`src/esc_pkg.sv`:
```
package esc_pkg;

   localparam int unsigned InWidth   = 32;
   localparam int unsigned OutWidth  = 40;

   localparam int unsigned YearWidth = 12;
   localparam int unsigned MonWidth  = 4;
   localparam int unsigned DayWidth  = 5;
   localparam int unsigned HourWidth = 5;
   localparam int unsigned MinWidth  = 6;
   localparam int unsigned SecWidth  = 6;

   localparam int unsigned DaysWidth = 16;  // 2^32 / 86400 < 49711
   localparam int unsigned TodWidth  = 17;  // < 86400
   localparam int unsigned QuadWidth = 6;   // < 35
   localparam int unsigned RemWidth  = 11;  // < 1461
   localparam int unsigned DoyWidth  = 9;   // < 366
   localparam int unsigned RemhWidth = 12;  // < 3600

   localparam logic [31:0] SecsPerDay  = 32'd86400;
   localparam logic [16:0] SecsPerHour = 17'd3600;
   localparam logic [11:0] SecsPerMin  = 12'd60;
   localparam logic [15:0] DaysPerQuad = 16'd1461;
   localparam logic [11:0] FirstYear   = 12'd1970;
   localparam logic [11:0] LastYear    = 12'd2099;
   localparam int unsigned NumMonthSteps = 11;

   // exact reciprocals: floor(x / d) = (x * ceil(2^k / d)) >> k over the input range
   localparam logic [25:0] RecipDay  = 26'd50903317;  // 1/675, k = 35 (after >> 7)
   localparam int unsigned ShiftDay  = 35;
   localparam logic [16:0] RecipQuad = 17'd91868;     // 1/1461, k = 27
   localparam int unsigned ShiftQuad = 27;
   localparam logic [17:0] RecipHour = 18'd149131;    // 1/3600, k = 29
   localparam int unsigned ShiftHour = 29;
   localparam logic [12:0] RecipMin  = 13'd4370;      // 1/60, k = 18
   localparam int unsigned ShiftMin  = 18;

   // first day of year of each month, index 0 = January
   function automatic logic [DoyWidth-1:0] month_start(input logic [MonWidth-1:0] mon,
                                                       input logic leap);
      logic [DoyWidth-1:0] base;
      begin
         unique case (mon)
            4'd0:    base = 9'd0;
            4'd1:    base = 9'd31;
            4'd2:    base = 9'd59;
            4'd3:    base = 9'd90;
            4'd4:    base = 9'd120;
            4'd5:    base = 9'd151;
            4'd6:    base = 9'd181;
            4'd7:    base = 9'd212;
            4'd8:    base = 9'd243;
            4'd9:    base = 9'd273;
            4'd10:   base = 9'd304;
            4'd11:   base = 9'd334;
            default: base = 9'd0;
         endcase
         if (leap && mon >= 4'd2) begin
            base = base + 9'd1;
         end
         return base;
      end
   endfunction

endpackage

```
`src/epoch_seconds_to_calendar_unit.sv`:
```
// Epoch seconds to calendar converter.
//
// Input stream (req_*): one transfer carries an unsigned 32-bit count of
// seconds since midnight 1 Jan 1970. Output stream (rsp_*): one transfer per
// input with year, month, day of month, hour, minute and second in
// rsp_tdata and the valid flag in rsp_tuser. Dates past 2099 give a zero
// payload with the flag low.
//
// Timing: seven register stages, the last one the output register. One
// item is taken per cycle while the output is not stalled. The stage
// count follows the chain of constant-reciprocal multiplies (day split,
// four-year split, hour split, minute split), each followed by a register.
//
// Reset clears all stage valid bits; the pipeline comes up empty.
// When the receiver holds rsp_tready low with a result waiting, the whole
// pipeline freezes and req_tready drops; nothing is lost or repeated.
module epoch_seconds_to_calendar_unit (
   input  logic                            clock,
   input  logic                            reset,
   input  logic                            req_tvalid,
   output logic                            req_tready,
   input  logic [esc_pkg::InWidth-1:0]     req_tdata,   // [31:0] epoch_seconds
   output logic                            rsp_tvalid,
   input  logic                            rsp_tready,
   // [11:0] year, [15:12] month, [20:16] day_of_month, [25:21] hour,
   // [31:26] minute, [37:32] second, [39:38] zero
   output logic [esc_pkg::OutWidth-1:0]    rsp_tdata,
   output logic                            rsp_tuser    // [0] valid_res
);
   import esc_pkg::*;

   logic adv;
   logic [6:0] vld_ff;

   // stage 1
   logic [50:0] p1_in, p1_ff;
   logic [31:0] t1_ff;
   // stage 2
   logic [DaysWidth-1:0] days2_in, days2_ff;
   logic [31:0] t2_ff;
   // stage 3
   logic [TodWidth-1:0]  tod3_in, tod3_ff;
   logic [32:0]          p2_in, p2_ff;
   logic [DaysWidth-1:0] days3_ff;
   // stage 4
   logic [QuadWidth-1:0] quad4_in, quad4_ff;
   logic [RemWidth-1:0]  rem4_in, rem4_ff;
   logic [34:0]          p3_in, p3_ff;
   logic [TodWidth-1:0]  tod4_ff;
   // stage 5
   logic [YearWidth-1:0] year5_in, year5_ff;
   logic [DoyWidth-1:0]  doy5_in, doy5_ff;
   logic                 leap5_in, leap5_ff;
   logic                 ok5_in, ok5_ff;
   logic [HourWidth-1:0] hour5_in, hour5_ff;
   logic [RemhWidth-1:0] remh5_in, remh5_ff;
   logic [YearWidth-1:0] year_base;
   // stage 6
   logic [MonWidth-1:0]  mon6_in, mon6_ff;
   logic [DayWidth-1:0]  day6_in, day6_ff;
   logic [24:0]          p4_in, p4_ff;
   logic [YearWidth-1:0] year6_ff;
   logic                 ok6_ff;
   logic [HourWidth-1:0] hour6_ff;
   logic [RemhWidth-1:0] remh6_ff;
   logic [DoyWidth-1:0]  day_off;
   // stage 7 (output register)
   logic [OutWidth-1:0]  out_in, out_ff;
   logic                 ok7_ff;
   logic [MinWidth-1:0]  minute;
   logic [SecWidth-1:0]  second;

   assign adv        = !vld_ff[6] || rsp_tready;
   assign req_tready = adv;
   assign rsp_tvalid = vld_ff[6];
   assign rsp_tdata  = out_ff;
   assign rsp_tuser  = ok7_ff;

   always_ff @(posedge clock) begin
      if (reset) begin
         vld_ff <= '0;
      end else if (adv) begin
         vld_ff <= {vld_ff[5:0], req_tvalid};
      end
   end

   // 86400 = 128 * 675
   assign p1_in = 51'(req_tdata[31:7]) * 51'(RecipDay);

   assign days2_in = p1_ff[ShiftDay +: DaysWidth];

   assign tod3_in = TodWidth'(t2_ff - 32'(days2_ff) * SecsPerDay);
   assign p2_in   = 33'(days2_ff) * 33'(RecipQuad);

   assign quad4_in = p2_ff[ShiftQuad +: QuadWidth];
   assign rem4_in  = RemWidth'(days3_ff - 16'(quad4_in) * DaysPerQuad);
   assign p3_in    = 35'(tod3_ff) * 35'(RecipHour);

   // four-year period: 365, 365, 366, 365 days
   assign year_base = FirstYear + {4'd0, quad4_ff, 2'b00};
   always_comb begin
      leap5_in = 1'b0;
      priority if (rem4_ff >= 11'd1096) begin
         year5_in = year_base + 12'd3;
         doy5_in  = DoyWidth'(rem4_ff - 11'd1096);
      end else if (rem4_ff >= 11'd730) begin
         year5_in = year_base + 12'd2;
         doy5_in  = DoyWidth'(rem4_ff - 11'd730);
         leap5_in = 1'b1;
      end else if (rem4_ff >= 11'd365) begin
         year5_in = year_base + 12'd1;
         doy5_in  = DoyWidth'(rem4_ff - 11'd365);
      end else begin
         year5_in = year_base;
         doy5_in  = DoyWidth'(rem4_ff);
      end
   end
   assign ok5_in   = year5_in <= LastYear;
   assign hour5_in = p3_ff[ShiftHour +: HourWidth];
   assign remh5_in = RemhWidth'(tod4_ff - 17'(hour5_in) * SecsPerHour);

   // month: number of month starts (Feb..Dec) at or before the day of year
   always_comb begin
      mon6_in = '0;
      for (int k = 1; k <= NumMonthSteps; k++) begin
         if (doy5_ff >= month_start(MonWidth'(k), leap5_ff)) begin
            mon6_in = mon6_in + 4'd1;
         end
      end
   end
   assign day_off = doy5_ff - month_start(mon6_in, leap5_ff);
   assign day6_in = DayWidth'(day_off) + 5'd1;
   assign p4_in   = 25'(remh5_ff) * 25'(RecipMin);

   assign minute = p4_ff[ShiftMin +: MinWidth];
   assign second = SecWidth'(remh6_ff - 12'(minute) * SecsPerMin);
   assign out_in = ok6_ff ? {2'b00, second, minute, hour6_ff, day6_ff, mon6_ff + 4'd1, year6_ff}
                          : '0;

   always_ff @(posedge clock) begin
      if (adv) begin
         p1_ff    <= p1_in;
         t1_ff    <= req_tdata;
         days2_ff <= days2_in;
         t2_ff    <= t1_ff;
         tod3_ff  <= tod3_in;
         p2_ff    <= p2_in;
         days3_ff <= days2_ff;
         quad4_ff <= quad4_in;
         rem4_ff  <= rem4_in;
         p3_ff    <= p3_in;
         tod4_ff  <= tod3_ff;
         year5_ff <= year5_in;
         doy5_ff  <= doy5_in;
         leap5_ff <= leap5_in;
         ok5_ff   <= ok5_in;
         hour5_ff <= hour5_in;
         remh5_ff <= remh5_in;
         mon6_ff  <= mon6_in;
         day6_ff  <= day6_in;
         p4_ff    <= p4_in;
         year6_ff <= year5_ff;
         ok6_ff   <= ok5_ff;
         hour6_ff <= hour5_ff;
         remh6_ff <= remh5_ff;
         out_ff   <= out_in;
         ok7_ff   <= ok6_ff;
      end
   end

endmodule

```
`config.mk`:
```
export PLATFORM = sky130hd
export DESIGN_NAME = epoch_seconds_to_calendar_unit
export DESIGN_NICKNAME = d
export VERILOG_FILES = /design/src/esc_pkg.sv /design/src/epoch_seconds_to_calendar_unit.sv
export SDC_FILE = /design/constraint.sdc
export NUM_CORES = 2
export LEC_CHECK = 0
export ABC_AREA = 0
export BUFFER_PORTS_ARGS = -buffer_cell sky130_fd_sc_hd__buf_2
export CAP_MARGIN = 20
export CORE_AREA = 2 2 256 258
export DETAILED_ROUTE_END_ITERATION = 10
export DIE_AREA = 0 0 258 260
export PLACE_DENSITY_LB_ADDON = 0.15
export SLEW_MARGIN = 0
export SYNTH_ARGS = -nofsm -noshare
export SYNTH_HDL_FRONTEND = slang
export SYNTH_SLANG_ARGS = --single-unit
```
`constraint.sdc`:
```
create_clock -name clock -period 32.5 [get_ports clock]
set_clock_uncertainty 0.15 [all_clocks]
set_input_delay 6.5 -clock clock [delete_from_list [all_inputs] [get_ports clock]]
set_output_delay 6.5 -clock clock [all_outputs]
set_load 0.005 [all_outputs]
```
==> key figures <==
Clock tree
  • Clock root cell: clkbuf_16
  • CTS clk-pin slew, worst paths: 0.07 ns
  • CTS Buf Count: 28
  • Clock latency on the worst-skew pair: 0.57 ns
  • TritonCTS clock tree: yes
  • CTS-repair resized insts: 0
  • Post-CTS Setup Bufs: 0
  • Htree depth: 1
  • Max clock buf depth: 3
  • Clock net sink count: about 260
  • Hold bufs inserted after CTS: 0

Synthesis
  • Ys flop type: edfxtp_1
  • Largest cells by area after synthesis: ha_1, fa_1, edfxtp_1
  • Sequential area share after synthesis: 24.10%
  • YS warnings: 0
  • Synth Instances: 2819
  • Post-Syn Area: 31980 um2
  • EDFF count, synth: roughly 250
  • Distinct cell type count after synthesis: 85
  • Synth Area per Inst: about 11 um2
  • Async S/R FF share, synth: 0%
  • Post-synthesis register bit count: 259
  • Leading area contributor after synthesis: ha_1
  • Area share of the largest cell type after synthesis: 28.36%

Timing
  • Final period utilization: between 40 and 50%
  • Unrepaired setup endpoints after global routing: no
  • Maximum clock frequency: 69.11 MHz
  • Setup-failing EPs final: 0
  • Setup TNS: 0 ns
  • Final Hold Viols: 0
  • Final min period: between 10 and 15 ns
  • Tightest Pin Transition: about 0.97 ns
  • Max-slew violations: 0
  • Worst slew margin: 35.66%

Die
  • Die Height: 260 um
  • Width of the die: approximately 260 um
  • Die area: 67080 um2
  • Initial Utilization: 49.88%
  • Top-level port count: 79
  • Site Rows: 93
  • Core Footprint: 64120 um2

Route
  • Final wirelength: around 63000 um
  • Final antenna-violating net count: 0
  • Vias per Instance: 5.106
  • WL per Instance: 16.68 um
  • Routed vias: 19300
  • Drt pass-1 iters: 5
  • DR DRC count: 0
  • Starting DRT DRC Count: between 800 and 900

Setup path
  • Setup crit end kind: output pin
  • CP Class: in2out
  • Slowest CP cell: nor2b_1
  • WP data arrival: 7.82 ns
  • CP startpoint kind: input pin
  • CP Max Fanout: 60
  • Cell repeated most along the worst path: buf_2
  • CP Cell Sequence: buf_2 -> nor2b_1 -> inv_8 -> buf_2
  • Crit-path max cell delay: 0.60 ns
  • CP required: 25.85 ns

Finish
  • # diodes: 0
  • Most frequent cells in the layout: ha_1, inv_1, fa_1
  • Layout cells sized above 1: between 5 and 6%
  • Commonest non-fill, non-tap cell in the layout: ha_1
  • Final #Nets: 4045
  • Area grow syn2layout: 7.308%
  • Fillers: approximately 5600

Placement
  • Input/output buffers: 76
  • DP HPWL: 53170 um
  • Gpl congestion: 0.9166

Hold path
  • HP Class: reg2reg

Global route
  • Global-route wire length before repair: 106200 um
  • Initial antenna violation count: 0
  • Final global-route overflow total: 0
  • Vias in the first global route: 20940
  • GRT Util Overall: 19.73%
  • Largest net degree at the start of global routing: 76

Run status
  • Status: finished, final reports clean

Run
  • Number of max-cap violations: 0
[routing by layer]
layer / vias up / global-route usage (%) / part of all wire, %
met4: 0 / 4.737 / 2.2
met1: 9463 / 25.11 / 44
met2: 267 / 36.36 / 51
met3: 68 / 1.559 / 2.6
li1: 9503 / - / -
met5: - / 0 / 0
[per-stage QoR]
| step | setup slack, ns | instances | util [%] | cell area, um2 | hold slack, ns |
|---|---|---|---|---|---|
| final | 18.03 | 3780 | 53.53 | 34320 | 0.2585 |
| after global routing | 17.87 | 3780 | 53.53 | 34320 | 0.2714 |
| after CTS | 18.02 | 3780 | 53.53 | 34320 | 0.2638 |
| after detailed placement | 18.03 | 3731 | 52.00 | 33340 | 0.2545 |
| after global placement | 18.12 | 3731 | 52.00 | 33340 | 0.2511 |
| after floorplan | 14.19 | 2820 | - | 31990 | 0.2503 |
[final timing paths]
kind / start / end / slack, ns / depth (start not counted)
hold reg to reg: t1_ff[1]$_DFFE_PP_ / t2_ff[1]$_DFFE_PP_ / 0.26 / 0
setup / recovery: rsp_tready / req_tready / 18.03 / 4
setup reg to reg: leap5_ff$_SDFFCE_PP0P_ / day6_ff[4]$_DFFE_PP_ / 20.28 / 49
hold / removal: t1_ff[1]$_DFFE_PP_ / t2_ff[1]$_DFFE_PP_ / 0.26 / 0
[state kept, by name, indices dropped and copies added (netlist names), 6 cells and up]
signal     flops
rsp_tdata     38
p1_ff         18
t2_ff         17
tod3_ff       17
days2_ff      16
t1_ff         15
remh5_ff      12
year5_ff      12
year6_ff      12
days3_ff      11
rem4_ff       11
tod4_ff       11
doy5_ff        9
vld_ff         7
p2_ff          6
p3_ff          6
p4_ff          6
quad4_ff       6
remh6_ff       6
[synth_stat cells, types with 4 or more instances]
master,count
edfxtp_1,252
and2_1,40
o211ai_1,7
a31oi_1,15
xor2_1,46
o31ai_1,4
a21oi_1,103
o21bai_1,19
o221ai_1,4
nand2_1,90
fa_1,378
mux2i_1,6
a211oi_1,6
ha_1,725
or3_1,7
dfxtp_1,7
nor3_1,20
nor2_1,56
a21o_1,37
xnor2_1,83
buf_4,4
nor4_1,4
or2_2,4
a2111oi_0,4
nand2b_1,10
nand3_1,22
o21a_1,10
o21ai_0,53
buf_2,4
inv_1,661
and3_1,15
nand4_1,14
nor2b_1,20
clkbuf_1,12
o31a_1,4
[kinds of logic (layout without fill, tap and decap cells)]
logic type | after synthesis | in the layout | synth area share, %
other cells | 1 | 2 | 0.01172
flops | 259 | 259 | 24.10
mux | 9 | 9 | 0.2934
fa+ha+maj | 1103 | 1103 | 52.02
simple gates | 320 | 320 | 5.137
xor+xnor | 137 | 137 | 4.112
compound gates | 305 | 305 | 6.154
buf+inv | 685 | 790 | 8.172
[worst max-delay path, delay by kind of cell]
family                 cells  cell delay, ns
AND/OR/NAND/NOR            1            0.60
buffers and inverters      3            0.64
[layout make-up]
type | instances | area (um2) | area share [%]
Multi-Input combinational cell | 1876 | 21670 | 63.13
Sequential cell | 259 | 7707 | 22.46
Inverter | 662 | 2492 | 7.262
Tap cell | 855 | 1070 | 3.117
Clock buffer | 34 | 744.5 | 2.169
Timing Repair Buffer | 79 | 402.9 | 1.174
Clock inverter | 15 | 237.7 | 0.6927
Power is not shown: default switching activity piles up to over one toggle a cycle in this logic, so the estimate is an artifact.
